**src/rtl/bsd_pkg.sv**
```systemverilog
// ----------------------------------------------------------------------------
// bsd_pkg
// Types and constants shared by the BMP stream decoder modules.
// ----------------------------------------------------------------------------
package bsd_pkg;

  typedef enum logic [2:0] {
    PH_IDLE   = 3'd0,
    PH_HEADER = 3'd1,
    PH_SKIP   = 3'd2,
    PH_PIXELS = 3'd3,
    PH_DONE   = 3'd4
  } phase_e;

  typedef enum logic [1:0] {
    KIND_PIXEL  = 2'd0,
    KIND_HEADER = 2'd1,
    KIND_ERROR  = 2'd2
  } kind_e;

  typedef enum logic [2:0] {
    ERR_SIGNATURE   = 3'd0,
    ERR_SHORT_HDR   = 3'd1,
    ERR_UNSUPPORTED = 3'd2,
    ERR_OFFSET      = 3'd3,
    ERR_TOO_LARGE   = 3'd4,
    ERR_TRUNCATED   = 3'd5
  } err_e;

  // Byte positions in the file at which header fields complete
  localparam logic [31:0] OFF_SIG_FIRST = 32'd0;
  localparam logic [31:0] OFF_SIG_LAST  = 32'd1;
  localparam logic [31:0] OFF_PIX_OFS   = 32'd13;
  localparam logic [31:0] OFF_HDR_SIZE  = 32'd17;
  localparam logic [31:0] OFF_WIDTH     = 32'd21;
  localparam logic [31:0] OFF_HEIGHT    = 32'd25;
  localparam logic [31:0] OFF_PLANES    = 32'd29;
  localparam logic [31:0] OFF_COMPRESS  = 32'd33;
  localparam logic [31:0] OFF_VERDICT   = 32'd53;

  localparam logic [7:0]  SIG_B          = 8'h42;
  localparam logic [7:0]  SIG_M          = 8'h4D;
  localparam logic [31:0] HDR_SIZE_MIN   = 32'd40;
  localparam logic [31:0] PIX_OFS_MIN    = 32'd54;
  localparam logic [15:0] PLANES_ONE     = 16'd1;
  localparam logic [15:0] BPP_24         = 16'd24;
  localparam logic [15:0] BPP_32         = 16'd32;
  localparam logic [31:0] COMP_RGB       = 32'd0;
  localparam logic [31:0] COMP_BITFIELDS = 32'd3;
  localparam logic [7:0]  ALPHA_OPAQUE   = 8'hFF;
  localparam logic [1:0]  BIP_LAST_24    = 2'd2;
  localparam logic [1:0]  BIP_LAST_32    = 2'd3;

  localparam int unsigned FIFO_DEPTH = 2;

  typedef struct packed {
    kind_e       kind;
    logic [11:0] pixel_x;
    logic [11:0] pixel_y;
    logic [7:0]  red;
    logic [7:0]  green;
    logic [7:0]  blue;
    logic [7:0]  alpha;
    logic [12:0] image_width;
    logic [12:0] image_height;
    err_e        error_code;
    logic        image_end;
  } bsd_result_t;

endpackage

```
**src/rtl/bmp_stream_decoder_top.sv**
```systemverilog
// ----------------------------------------------------------------------------
// bmp_stream_decoder_top
// Streaming decoder for 24/32 bpp uncompressed BMP files, one byte per request.
// ----------------------------------------------------------------------------
// Usage:
//   The slave channel carries the file one byte per request; tuser marks the
//   first byte of a file (restarts the parser) and tlast the final byte.
//   The master channel returns at most one result per byte: a header result
//   with the image size, one pixel result per pixel (column, row with top row
//   zero, B/G/R/A unpacked), or an error code. tuser carries the result kind
//   and tlast flags the result that completes the image.
//   Each result is registered in the result buffer before the master side
//   presents it. Throughput: one byte per cycle while the buffer has room,
//   set by the single pass through the parser state registers and a
//   two-entry result buffer. When the receiver stalls, the buffer holds up
//   to two results and s_axis_tready drops (registered) once both entries
//   are taken; bytes that yield no result still wait for that room.
//   Reset leaves the parser waiting for a first byte; bytes before it are
//   dropped. After an error or a finished image, bytes are dropped until the
//   next first byte.
// ----------------------------------------------------------------------------
module bmp_stream_decoder_top import bsd_pkg::*; #(
  parameter int unsigned MAX_WIDTH  = 4096,
  parameter int unsigned MAX_HEIGHT = 4096
) (
  input  logic        clk_i,
  input  logic        rst_ni,
  input  logic        s_axis_tvalid,
  output logic        s_axis_tready,
  input  logic [7:0]  s_axis_tdata,   // [7:0] file_byte
  input  logic        s_axis_tuser,   // [0] first_byte
  input  logic        s_axis_tlast,   // last_byte
  output logic        m_axis_tvalid,
  input  logic        m_axis_tready,
  output logic [87:0] m_axis_tdata,   // pixel_x, pixel_y, red, green, blue,
                                      // alpha, image_width, image_height,
                                      // error_code, zero fill
  output logic [1:0]  m_axis_tuser,   // [1:0] result_kind
  output logic        m_axis_tlast    // image_end
);

  logic        accept;
  logic        push;
  bsd_result_t result;
  bsd_result_t head;

  assign accept = s_axis_tvalid && s_axis_tready;

  bsd_parser #(
    .MAX_WIDTH  (MAX_WIDTH),
    .MAX_HEIGHT (MAX_HEIGHT)
  ) u_parser (
    .clk_i        (clk_i),
    .rst_ni       (rst_ni),
    .accept_i     (accept),
    .file_byte_i  (s_axis_tdata),
    .first_byte_i (s_axis_tuser),
    .last_byte_i  (s_axis_tlast),
    .push_o       (push),
    .result_o     (result)
  );

  bsd_out_fifo u_out_fifo (
    .clk_i   (clk_i),
    .rst_ni  (rst_ni),
    .push_i  (push),
    .data_i  (result),
    .ready_o (s_axis_tready),
    .valid_o (m_axis_tvalid),
    .take_i  (m_axis_tready),
    .data_o  (head)
  );

  assign m_axis_tdata = {3'b000, head.error_code, head.image_height, head.image_width,
                         head.alpha, head.blue, head.green, head.red,
                         head.pixel_y, head.pixel_x};
  assign m_axis_tuser = head.kind;
  assign m_axis_tlast = head.image_end;

endmodule

```
**src/rtl/bsd_parser.sv**
```systemverilog
// ----------------------------------------------------------------------------
// bsd_parser
// Byte-wise header parser and pixel unpacker; one byte per cycle while accept_i is high.
// ----------------------------------------------------------------------------
module bsd_parser import bsd_pkg::*; #(
  parameter int unsigned MAX_WIDTH  = 4096,
  parameter int unsigned MAX_HEIGHT = 4096
) (
  input  logic        clk_i,
  input  logic        rst_ni,
  input  logic        accept_i,
  input  logic [7:0]  file_byte_i,
  input  logic        first_byte_i,
  input  logic        last_byte_i,
  output logic        push_o,
  output bsd_result_t result_o
);

  localparam int unsigned WW = $clog2(MAX_WIDTH + 1);
  localparam int unsigned HW = $clog2(MAX_HEIGHT + 1);
  localparam int unsigned DW = $clog2(4 * MAX_WIDTH + 4);

  phase_e          phase_q, phase_d;
  logic [31:0]     bo_q, bo_d;
  logic [31:0]     fs_q, fs_d;
  logic [31:0]     po_q, po_d;
  logic [WW-1:0]   w_q, w_d;
  logic [HW-1:0]   h_q, h_d;
  logic            wbig_q, wbig_d;
  logic            hbig_q, hbig_d;
  logic            top_q, top_d;
  logic            alpha_q, alpha_d;
  logic            fbad_q, fbad_d;
  logic [WW-1:0]   col_q, col_d;
  logic [HW-1:0]   row_q, row_d;
  logic [DW-1:0]   rbc_q, rbc_d;
  logic [1:0]      bip_q, bip_d;
  logic [23:0]     part_q, part_d;
  logic [DW-1:0]   data_q, data_d;
  logic [DW-1:0]   stride_q, stride_d;

  logic [DW-1:0]   data_calc;
  logic [DW-1:0]   stride_sum;
  logic [31:0]     hneg;
  logic [31:0]     bo_inc;
  logic [HW-1:0]   y_row;
  logic [31:0]     x32, y32, w32, h32;
  logic [1:0]      last_bip;
  logic            img_done;
  bsd_result_t     res;
  logic            push;

  // Bytes per row before padding, and the padded stride
  assign data_calc  = alpha_q ? DW'({w_q, 2'b00}) : (DW'({w_q, 1'b0}) + DW'(w_q));
  assign stride_sum = data_calc + DW'(3);

  always_comb begin
    phase_d  = phase_q;
    bo_d     = bo_q;
    fs_d     = fs_q;
    po_d     = po_q;
    w_d      = w_q;
    h_d      = h_q;
    wbig_d   = wbig_q;
    hbig_d   = hbig_q;
    top_d    = top_q;
    alpha_d  = alpha_q;
    fbad_d   = fbad_q;
    col_d    = col_q;
    row_d    = row_q;
    rbc_d    = rbc_q;
    bip_d    = bip_q;
    part_d   = part_q;
    data_d   = data_q;
    stride_d = stride_q;
    res      = '0;
    push     = 1'b0;
    hneg     = '0;
    bo_inc   = '0;
    y_row    = '0;
    x32      = '0;
    y32      = '0;
    w32      = '0;
    h32      = '0;
    last_bip = alpha_q ? BIP_LAST_32 : BIP_LAST_24;
    img_done = 1'b0;

    if (accept_i) begin
      if (first_byte_i) begin
        phase_d = PH_HEADER;
        bo_d    = '0;
        fs_d    = '0;
        po_d    = '0;
        w_d     = '0;
        h_d     = '0;
        wbig_d  = 1'b0;
        hbig_d  = 1'b0;
        top_d   = 1'b0;
        alpha_d = 1'b0;
        fbad_d  = 1'b0;
        col_d   = '0;
        row_d   = '0;
        rbc_d   = '0;
        bip_d   = '0;
        part_d  = '0;
      end

      if (phase_d != PH_IDLE && phase_d != PH_DONE) begin
        unique case (phase_d)
          PH_HEADER: begin
            fs_d = {file_byte_i, fs_d[31:8]};
            unique case (bo_d)
              OFF_SIG_FIRST: part_d = {16'h0, file_byte_i};
              OFF_SIG_LAST: begin
                if (part_d[7:0] != SIG_B || file_byte_i != SIG_M) begin
                  res.kind       = KIND_ERROR;
                  res.error_code = ERR_SIGNATURE;
                  phase_d        = PH_DONE;
                  push           = 1'b1;
                end
              end
              OFF_PIX_OFS: po_d = fs_d;
              OFF_HDR_SIZE: begin
                if (fs_d < HDR_SIZE_MIN) begin
                  res.kind       = KIND_ERROR;
                  res.error_code = ERR_SHORT_HDR;
                  phase_d        = PH_DONE;
                  push           = 1'b1;
                end
              end
              OFF_WIDTH: begin
                w_d    = fs_d[WW-1:0];
                wbig_d = fs_d > 32'(MAX_WIDTH);
              end
              OFF_HEIGHT: begin
                top_d  = fs_d[31];
                hneg   = 32'd0 - fs_d;
                h_d    = top_d ? hneg[HW-1:0] : fs_d[HW-1:0];
                hbig_d = (top_d ? hneg : fs_d) > 32'(MAX_HEIGHT);
              end
              OFF_PLANES: begin
                if (fs_d[15:0] != PLANES_ONE ||
                    (fs_d[31:16] != BPP_24 && fs_d[31:16] != BPP_32)) begin
                  fbad_d = 1'b1;
                end
                alpha_d = (fs_d[31:16] == BPP_32);
              end
              OFF_COMPRESS: begin
                if (fs_d != COMP_RGB && fs_d != COMP_BITFIELDS) begin
                  fbad_d = 1'b1;
                end
              end
              OFF_VERDICT: begin
                push     = 1'b1;
                res.kind = KIND_ERROR;
                phase_d  = PH_DONE;
                if (fbad_d) begin
                  res.error_code = ERR_UNSUPPORTED;
                end else if (po_d < PIX_OFS_MIN) begin
                  res.error_code = ERR_OFFSET;
                end else if (wbig_d || hbig_d) begin
                  res.error_code = ERR_TOO_LARGE;
                end else begin
                  w32              = 32'(w_d);
                  h32              = 32'(h_d);
                  res.kind         = KIND_HEADER;
                  res.image_width  = w32[12:0];
                  res.image_height = h32[12:0];
                  col_d            = '0;
                  row_d            = '0;
                  rbc_d            = '0;
                  bip_d            = '0;
                  part_d           = '0;
                  data_d           = data_calc;
                  stride_d         = {stride_sum[DW-1:2], 2'b00};
                  if (w_d == '0 || h_d == '0) begin
                    res.image_end = 1'b1;
                  end else begin
                    phase_d = (po_d > PIX_OFS_MIN) ? PH_SKIP : PH_PIXELS;
                  end
                end
              end
              default: ;
            endcase
          end
          PH_SKIP: begin
            bo_inc = bo_d + 32'd1;
            if (bo_inc >= po_d) begin
              phase_d = PH_PIXELS;
            end
          end
          PH_PIXELS: begin
            if (rbc_d < data_q) begin
              case (bip_d)
                2'd0:    part_d = {16'h0, file_byte_i};
                2'd1:    part_d[15:8] = file_byte_i;
                2'd2:    part_d[23:16] = file_byte_i;
                default: ;
              endcase
              if (bip_d >= last_bip) begin
                y_row          = top_d ? row_d : (h_d - HW'(1) - row_d);
                x32            = 32'(col_d);
                y32            = 32'(y_row);
                res.kind       = KIND_PIXEL;
                res.pixel_x    = x32[11:0];
                res.pixel_y    = y32[11:0];
                res.red        = alpha_d ? part_d[23:16] : file_byte_i;
                res.green      = part_d[15:8];
                res.blue       = part_d[7:0];
                res.alpha      = alpha_d ? file_byte_i : ALPHA_OPAQUE;
                push           = 1'b1;
                if (({1'b0, col_d} + (WW+1)'(1) >= {1'b0, w_d}) &&
                    ({1'b0, row_d} + (HW+1)'(1) >= {1'b0, h_d})) begin
                  res.image_end = 1'b1;
                  phase_d       = PH_DONE;
                  img_done      = 1'b1;
                end else begin
                  bip_d = '0;
                  col_d = col_d + WW'(1);
                end
              end else begin
                bip_d = bip_d + 2'd1;
              end
            end
            if (!img_done) begin
              rbc_d = rbc_d + DW'(1);
              if (rbc_d >= stride_q) begin
                rbc_d = '0;
                col_d = '0;
                bip_d = '0;
                row_d = row_d + HW'(1);
              end
            end
          end
          default: ;
        endcase

        if (bo_d != '1) begin
          bo_d = bo_d + 32'd1;
        end

        // Drop whatever this byte produced and flag a truncated file
        if (last_byte_i && phase_d != PH_DONE) begin
          res            = '0;
          res.kind       = KIND_ERROR;
          res.error_code = ERR_TRUNCATED;
          phase_d        = PH_DONE;
          push           = 1'b1;
        end
      end
    end
  end

  always_ff @(posedge clk_i or negedge rst_ni) begin
    if (!rst_ni) begin
      phase_q  <= PH_IDLE;
      bo_q     <= '0;
      fs_q     <= '0;
      po_q     <= '0;
      w_q      <= '0;
      h_q      <= '0;
      wbig_q   <= 1'b0;
      hbig_q   <= 1'b0;
      top_q    <= 1'b0;
      alpha_q  <= 1'b0;
      fbad_q   <= 1'b0;
      col_q    <= '0;
      row_q    <= '0;
      rbc_q    <= '0;
      bip_q    <= '0;
      part_q   <= '0;
      data_q   <= '0;
      stride_q <= '0;
    end else begin
      phase_q  <= phase_d;
      bo_q     <= bo_d;
      fs_q     <= fs_d;
      po_q     <= po_d;
      w_q      <= w_d;
      h_q      <= h_d;
      wbig_q   <= wbig_d;
      hbig_q   <= hbig_d;
      top_q    <= top_d;
      alpha_q  <= alpha_d;
      fbad_q   <= fbad_d;
      col_q    <= col_d;
      row_q    <= row_d;
      rbc_q    <= rbc_d;
      bip_q    <= bip_d;
      part_q   <= part_d;
      data_q   <= data_d;
      stride_q <= stride_d;
    end
  end

  assign push_o   = push;
  assign result_o = res;

  a_push_on_accept: assert property (@(posedge clk_i) disable iff (!rst_ni)
    push_o |-> accept_i)
    else $error("result produced without an accepted byte");

  a_error_ends_parse: assert property (@(posedge clk_i) disable iff (!rst_ni)
    (push_o && result_o.kind == KIND_ERROR) |-> phase_d == PH_DONE)
    else $error("error result left the parser active");

  a_header_at_verdict: assert property (@(posedge clk_i) disable iff (!rst_ni)
    (push_o && result_o.kind == KIND_HEADER) |->
      (bo_q == OFF_VERDICT && phase_d != PH_HEADER))
    else $error("header result outside the verdict byte");

endmodule

```
**src/rtl/bsd_out_fifo.sv**
```systemverilog
// ----------------------------------------------------------------------------
// bsd_out_fifo
// Two-entry result buffer: circular memory with read and write pointers, registered ready.
// ----------------------------------------------------------------------------
module bsd_out_fifo import bsd_pkg::*; (
  input  logic        clk_i,
  input  logic        rst_ni,
  input  logic        push_i,
  input  bsd_result_t data_i,
  output logic        ready_o,
  output logic        valid_o,
  input  logic        take_i,
  output bsd_result_t data_o
);

  localparam int unsigned CW = $clog2(FIFO_DEPTH + 1);
  localparam int unsigned PW = $clog2(FIFO_DEPTH);

  bsd_result_t   mem_q [FIFO_DEPTH];
  logic [PW-1:0] wr_ptr_q, wr_ptr_d;
  logic [PW-1:0] rd_ptr_q, rd_ptr_d;
  logic [CW-1:0] count_q, count_d;
  logic          ready_q, ready_d;
  logic          pop;

  assign pop = valid_o && take_i;

  always_comb begin
    wr_ptr_d = wr_ptr_q;
    rd_ptr_d = rd_ptr_q;
    count_d  = count_q;
    if (push_i) begin
      wr_ptr_d = wr_ptr_q + PW'(1);
      count_d  = count_d + CW'(1);
    end
    if (pop) begin
      rd_ptr_d = rd_ptr_q + PW'(1);
      count_d  = count_d - CW'(1);
    end
    // Ready is the registered form of whether the updated count leaves a free entry
    ready_d = count_d < CW'(FIFO_DEPTH);
  end

  always_ff @(posedge clk_i or negedge rst_ni) begin
    if (!rst_ni) begin
      wr_ptr_q <= '0;
      rd_ptr_q <= '0;
      count_q  <= '0;
      ready_q  <= 1'b0;
    end else begin
      wr_ptr_q <= wr_ptr_d;
      rd_ptr_q <= rd_ptr_d;
      count_q  <= count_d;
      ready_q  <= ready_d;
    end
  end

  always_ff @(posedge clk_i) begin
    if (push_i) begin
      mem_q[wr_ptr_q] <= data_i;
    end
  end

  assign ready_o = ready_q;
  assign valid_o = count_q != '0;
  assign data_o  = mem_q[rd_ptr_q];

  a_no_overflow: assert property (@(posedge clk_i) disable iff (!rst_ni)
    push_i |-> (count_q < CW'(FIFO_DEPTH) || pop))
    else $error("result pushed into a full buffer");

  a_ready_means_room: assert property (@(posedge clk_i) disable iff (!rst_ni)
    ready_o |-> count_q < CW'(FIFO_DEPTH))
    else $error("ready raised with no free entry");

  a_count_bound: assert property (@(posedge clk_i) disable iff (!rst_ni)
    count_q <= CW'(FIFO_DEPTH))
    else $error("buffer occupancy out of range");

endmodule
```
**config.mk**
```make
export PLATFORM = sky130hd
export DESIGN_NAME = bmp_stream_decoder_top
export DESIGN_NICKNAME = d
export VERILOG_FILES = /design/src/rtl/bsd_pkg.sv /design/src/rtl/bmp_stream_decoder_top.sv /design/src/rtl/bsd_parser.sv /design/src/rtl/bsd_out_fifo.sv
export SDC_FILE = /design/constraint.sdc
export NUM_CORES = 1
export LEC_CHECK = 0
export BUFFER_PORTS_ARGS = -buffer_cell sky130_fd_sc_hd__buf_2
export CAP_MARGIN = 5
export CELL_PAD_IN_SITES_DETAIL_PLACEMENT = 1
export CELL_PAD_IN_SITES_GLOBAL_PLACEMENT = 1
export CORE_UTILIZATION = 45
export DETAILED_ROUTE_END_ITERATION = 10
export HOLD_SLACK_MARGIN = 0.08
export PLACE_DENSITY_LB_ADDON = 0.1
export SYNTH_ARGS = -nofsm -noshare
export SYNTH_HDL_FRONTEND = slang
export SYNTH_HIERARCHICAL = 1
export SYNTH_SLANG_ARGS = --single-unit
```
**constraint.sdc**
```tcl
create_clock -name clk_i -period 7.62 [get_ports clk_i]
set_input_delay 1.143 -clock clk_i [delete_from_list [all_inputs] [get_ports clk_i]]
set_output_delay 1.143 -clock clk_i [all_outputs]
set_load 0.005 [all_outputs]
```
==> impl_metrics.ini, run 1 <==
[clock_tree]
clockBufferDepth = 3
post_cts_buffers = 0
path_clk_slew_ns = 0.06
cts_made_buffers = 47
cts_tree = done
cts_root_buffer = clkbuf_16
insertion_delay_ns = 0.59
cts.sinks = 398
cts-resized-gates = 0
cts_max_level = 2
hold_buffers = 0

[routing]
routed_wl_mm = 77.8
wl_per_cell_um = 23.6
post-route-drc-count = 0
drtIter0Drc = 1463
vias_per_cell = 6.15
first_pass_iters = 7
drt.antenna.violating_nets = 0
num_vias = 20300

[pwr]
pwr-share-comb_pct = 28.0
leakagePower_nw = 11.1
power.density_nw_per_um2 = 259
p_int_w = 0.00459
swShare_pct = 35.0
clkPwrFrac_pct = 31.9
ir_drop_uv = 227
switchingPower_w = 0.00247
p_seq_share_pct = 40.0

[yosys]
synthCells = 2531
synthArstFlopShare_pct = 55.8
ys_warn_count = 6
synth-edff-count = 176
synth_cell_types = 97
synth_ff_type = dfrtp_1
yosysSeqAreaShare_pct = 44.3
synth-seq-cells = 398
synth_area_um2 = 24500
avgSynthCellArea_um2 = 9.68

[grt]
overflow = 0
grt_start_max_net_pins = 158
grt_first_pass_wirelength_mm = 125
antenna_found_initial = 0
track_usage_pct = 28.3
grt_pass1_vias = 21400

[critical_path]
slowest_stage = or4_1
path_cells = buf_6 -> nand2b_1 -> inv_1 -> ha_2 -> nand3_1 -> or4_1 -> and4b_1 -> nand3_1 -> or3_1 -> a21oi_1 -> ha_1 -> nand4_1 -> nor3_1 -> nand4_1 -> o211ai_1 -> a221oi_2 -> o22ai_2 -> o2bb2ai_1 -> inv_1 -> nor2_4 -> buf_12
crit_required_ns = 7.87
timing.critical_path.buf_inv = 4
crit_path_start_kind = input pin
crit_type = input pin to flip-flop
arrival_ns = 6.60
slowest_delay_ns = 0.54
setup.worst_path.end_class = flip-flop
cp_top_family = simple AND/OR/NAND/NOR gates
critPathMaxFanout = 61

[timing]
drv_slew = 0
grt_setup_unrepaired = false
tns_ns = 0
skew_ns = 0.0174
hold_viol_final = 0
relSlewSlack_pct = 10.7
period_share_pct = 83.3
worstMarginPinSlew_ns = 1.33
fin_crit_ns = 6.35
fmax_ghz = 0.158
setup_ws_ns = 1.27
setup_viol = 0

[placed_design]
port_buffers = 103
place_congestion = 0.876
place.detailed.hpwl_mm = 55.0
pre_cts_ws_ns = 0.670

[floorplan]
die_h_um = 235
io_pins = 107
coreArea_um2 = 53800
chipWidth_um = 235
rows = 85
initial_core_util_pct = 45.5
dieArea_um2 = 55400

[final_layout]
layout.nets = 2712
multiInputGateArea_um2 = 12700
diodes = 0
num-fill-cells = 6022
seq_area_um2 = 10800
synthToLayoutAreaGrowth_pct = 11.2
drive_above_1_share_pct = 15.1

[job]
max-cap-violations = 0

[run_status]
status = finished, final reports clean

[min_path]
min_path_type = flip-flop to flip-flop
==> state kept, by name, indices dropped and copies added (netlist names), 3 cells and up <==
name               flops
u_out_fifo/mem_q     176
u_parser/bo_q         32
u_parser/po_q         32
u_parser/fs_q         24
u_parser/part_q       24
u_parser/data_q       15
u_parser/rbc_q        15
u_parser/col_q        13
u_parser/h_q          13
u_parser/row_q        13
u_parser/stride_q     13
u_parser/w_q          13
u_parser/phase_q       3
==> worst paths after layout <==
check,startpoint,to,slack [ns],depth (start not counted)
max in group asynchronous,rst_ni,u_parser/stride_q[2]$_DFFE_PN0P_,5.73,2
min in group asynchronous,rst_ni,u_out_fifo/rd_ptr_q$_DFFE_PN0N_,0.51,1
hold / removal,u_parser/data_q[0]$_DFFE_PN0P_,u_parser/data_q[0]$_DFFE_PN0P_,0.48,2
setup reg to reg,u_parser/bo_q[2]$_DFFE_PN0P_,u_out_fifo/mem_q[0][21]$_DFFE_PP_,1.63,20
setup / recovery,s_axis_tuser,u_out_fifo/mem_q[0][21]$_DFFE_PP_,1.27,21
hold reg to reg,u_parser/data_q[0]$_DFFE_PN0P_,u_parser/data_q[0]$_DFFE_PN0P_,0.48,2
==> area by class of cell <==
type                       instances  share of cell area (%)
clock buffer                      65                    4.82
clock inverter                    20                   0.758
inverter                          91                    1.26
multi-input combinational       1884                    46.7
sequential                       398                    39.8
tap                              696                    3.20
timing repair buffer             150                    3.43
==> metal layers <==
layer,track usage (%),routed length [um],part of all wire [%]
met2,48.3,38100,49
met3,3.14,3050,3.9
met4,7.53,1820,2.3
met5,0,0,0
met1,38.2,34900,45
==> synth_stat cells, types with 18 or more instances <==
master       n  area (um2)
nor3b_1     24         180
and3_1      24         150
buf_2       25         125
a21oi_1    109         546
inv_1       89         334
nor4_1      33         206
a21o_1      31         233
nand4_1     29         181
nand2_1    312        1170
a22oi_1     65         488
xor2_1      35         307
nand3_1     61         305
a31oi_1     19         119
xnor2_1     56         490
clkbuf_1   106         398
nor3_1      60         300
nor2_1     206         773
nor2b_1     58         363
o2bb2ai_1   43         377
dfrtp_1    222        5560
a22o_1      48         420
mux2_2      94        1060
o21ai_0    159         796
edfxtp_1   176        5290
ha_1       124        1550
o211ai_1    18         135
==> placed cells by master (no fill, tap or decap), drive strengths merged, types with 15 or more instances in the layout <==
cell,synthesis,final
a21oi,120,120
o2bb2ai,43,43
nor4,36,36
edfxtp,176,176
nand3,62,62
a31oi,20,20
mux2i,15,15
mux2,104,104
o211ai,19,19
xnor2,56,56
a22oi,65,65
nor2,207,207
nand4,29,29
a211oi,16,16
nor3b,24,24
xor2,35,35
nand2,312,312
ha,124,124
a22o,48,48
and3,24,24
inv,89,92
buf,53,150
or4,15,15
o21ai,160,160
clkbuf,107,65
nor2b,58,58
a21o,31,31
nor3,63,63
or3,16,16
dfrtp,222,222
==> cells by family after synthesis <==
logic type | share of synthesized area, %
flops | 44.3
fa+ha+maj | 6.50
mux | 5.55
xor+xnor | 3.25
simple gates | 17.9
compound gates | 18.3
other cells | 0.0153
buf+inv | 4.29
==> per-stage QoR <==
stage / hold WS (ns) / power, W / utilization [%] / instance area, um2 / instances
floorplan: 0.442 / 0.00401 / - / 24600 / 2533
global placement: 0.458 / 0.00477 / 47.8 / 25700 / 3219
detailed placement: 0.473 / 0.00482 / 47.8 / 25700 / 3219
CTS: 0.486 / 0.00710 / 50.6 / 27200 / 3304
global route: 0.515 / 0.00739 / 50.6 / 27200 / 3304
finish: 0.478 / 0.00706 / 50.6 / 27200 / 3304
==> power groups by stage <==
| stage | Sequential (W) | Combinational [W] | Clock, W |
|---|---|---|---|
| final | 0.00282 | 0.00198 | 0.00226 |
| after global routing | 0.00285 | 0.00216 | 0.00238 |
| after CTS | 0.00282 | 0.00198 | 0.00230 |
| after detailed placement | 0.00285 | 0.00197 | 0 |
| after global placement | 0.00284 | 0.00193 | 0 |
| after floorplan | 0.00258 | 0.00142 | 0 |
==> worst reg2reg max path, delay by kind of cell (launching register included) <==
| family | cells | cell delay (ns) |
|---|---|---|
| simple gates | 12 | 2.80 |
| compound gates | 5 | 1.41 |
| flops | 1 | 0.52 |
| buf+inv | 2 | 0.52 |
| fa+ha+maj | 1 | 0.30 |
No activity file was read; power rests on OpenSTA's default activity.
==> run 2: changes to the inputs <==
==> constraint.sdc (replaced) <==
create_clock -name clk_i -period 5.7 [get_ports clk_i]
set_input_delay 0.855 -clock clk_i [delete_from_list [all_inputs] [get_ports clk_i]]
set_output_delay 0.855 -clock clk_i [all_outputs]
set_load 0.005 [all_outputs]
==> run 2 against run 1 <==
Worst hold slack worse by 0.17 ns. Largest power group unchanged. Critical path type unchanged. Count of clock-buffer cells in the layout decreased by 2. Combinational power rose by 38%. Highest routed layer unchanged. Power grew 38%. Core utilization increased by 1.8 points.
==> impl_metrics.ini, run 2 (synthesized netlist as in run 1, its figures left out) <==
[critical_path]
reg2reg_to = u_out_fifo/mem_q[1][19]$_DFFE_PP_
crit_path_start_kind = input pin
crit_required_ns = 5.98
reg2regPathDepth = 21
setup.worst_path.end_class = flip-flop
arrival_ns = 5.59
r2r_setup_slack_ns = 0.43
slowest_stage = or4_1
rr_startpoint = u_parser/bo_q[3]$_DFFE_PN0P_
crit_type = input pin to flip-flop
slowest_delay_ns = 0.52
path_cells = buf_6 -> nand2b_1 -> inv_1 -> ha_4 -> nand3_2 -> or4_1 -> and4b_1 -> nand3_2 -> or3_1 -> a21oi_1 -> ha_1 -> nand4_1 -> nor3_2 -> nand4_1 -> o211ai_1 -> buf_4 -> a221oi_4 -> o22ai_2 -> o2bb2ai_2 -> buf_4 -> and2_4 -> buf_12
critPathMaxFanout = 31
cp-startpoint = s_axis_tuser

[timing]
period_share_pct = 93.2
tns_ns = 0
skew_ns = 0.0304
worstMarginPinSlew_ns = 1.22
fin_crit_ns = 5.31
setup_ws_ns = 0.389
drv_slew = 0
setup_viol = 0
hold_viol_final = 0
relSlewSlack_pct = 18.5
fmax_ghz = 0.188
grt_setup_unrepaired = false

[floorplan]
rows = 85
initial_core_util_pct = 45.5
coreArea_um2 = 53800
dieArea_um2 = 55400
die_h_um = 235
chipWidth_um = 235
io_pins = 107

[routing]
post-route-drc-count = 0
drtIter0Drc = 1586
wl_per_cell_um = 24.2
num_vias = 21000
first_pass_iters = 5
vias_per_cell = 6.16
drt.antenna.violating_nets = 0
routed_wl_mm = 82.2

[final_layout]
final_common_cell = nand2_1
drive_above_1_share_pct = 18.3
synthToLayoutAreaGrowth_pct = 15.1
largest_reg_flops = 176
layout.nets = 2807
reg_top3 = u_out_fifo/mem_q (176), u_parser/bo_q (32), u_parser/po_q (32)
final_cell_mix = nand2_1 (312), dfrtp_1 (221), nor2_1 (200)
diodes = 0
regMostFlops = u_out_fifo/mem_q
instances_no_fill = 3402

[clock_tree]
cts_tree = done
cts.sinks = 398
cts_root_buffer = clkbuf_16
path_clk_slew_ns = 0.06
cts_made_buffers = 48
cts_max_level = 2
clockBufferDepth = 3
insertion_delay_ns = 0.60

[grt]
grt_start_max_net_pins = 130
overflow = 0
grt_pass1_vias = 21800
track_usage_pct = 29.5
grt_first_pass_wirelength_mm = 129
antenna_found_initial = 0

[min_path]
min_path_type = input pin to asynchronous set/reset pin

[placed_design]
place_inst = 3309
port_buffers = 103
place_congestion = 0.885
pre_cts_ws_ns = -0.574
place.detailed.hpwl_mm = 58.6

[run_status]
status = finished, final reports clean

[job]
max-cap-violations = 0

[pwr]
leakagePower_nw = 11.6
ir_drop_uv = 343
power.density_nw_per_um2 = 346
[run 2: worst max-delay path by stage]
stage                                             end  slack [ns]
floorplan            u_out_fifo/mem_q[0][0]$_DFFE_PP_       -1.25
CTS                 u_out_fifo/mem_q[0][21]$_DFFE_PP_        0.03
global route        u_out_fifo/mem_q[1][22]$_DFFE_PP_        0.06
global placement     u_out_fifo/mem_q[0][3]$_DFFE_PP_       -0.39
finish              u_out_fifo/mem_q[1][19]$_DFFE_PP_        0.39
detailed placement  u_out_fifo/mem_q[0][20]$_DFFE_PP_       -0.57
[run 2: critical path: cells and delay by family]
kind	cells	cell delay (ns)
and+or+nand+nor	10	2.46
AOI/OAI and AO/OA	5	0.99
buffers and inverters	5	0.93
adders and majority gates	2	0.32
[run 2: metrics by stage]
stage	hold slack (ns)	cell area, um2	total power [W]	util [%]
final	0.304	28200	0.00975	52.4
after global routing	0.347	28200	0.0101	52.4
after CTS	0.331	28100	0.00976	52.3
after detailed placement	0.470	26500	0.00654	49.3
after global placement	0.456	26500	0.00645	49.3
after floorplan	0.442	24800	0.00538	-
[run 2: what timing repair did]
item,in CTS,in global routing
hold endpoints to repair,0,0
resized for setup,0,1
setup endpoints to repair,0,88
hold buffers,0,0
buffers inserted,0,3
[run 2: power breakdown]
part / total (W) / switching [W] / internal [W]
Sequential: 0.00382 / 0.000499 / 0.00332
Clock: 0.00320 / 0.00129 / 0.00190
Combinational: 0.00273 / 0.00160 / 0.00114
Total: 0.00975 / 0.00339 / 0.00636
[run 2: final cells by class]
cell class / count / area (um2)
inverter: 91 / 345
clock buffer: 63 / 1320
fill: 5977 / 25600
multi-input combinational: 1885 / 12800
timing repair buffer: 243 / 1680
sequential: 398 / 10800
tap: 696 / 871
clock inverter: 26 / 299
[run 2: layer usage]
layer | vias to the layer above | wire [um] | GRT usage [%]
met5 | - | 0 | 0
met4 | 0 | 2210 | 8.97
met3 | 122 | 3420 | 3.07
met2 | 526 | 40200 | 49.9
met1 | 10700 | 36400 | 39.8
li1 | 9579 | - | -
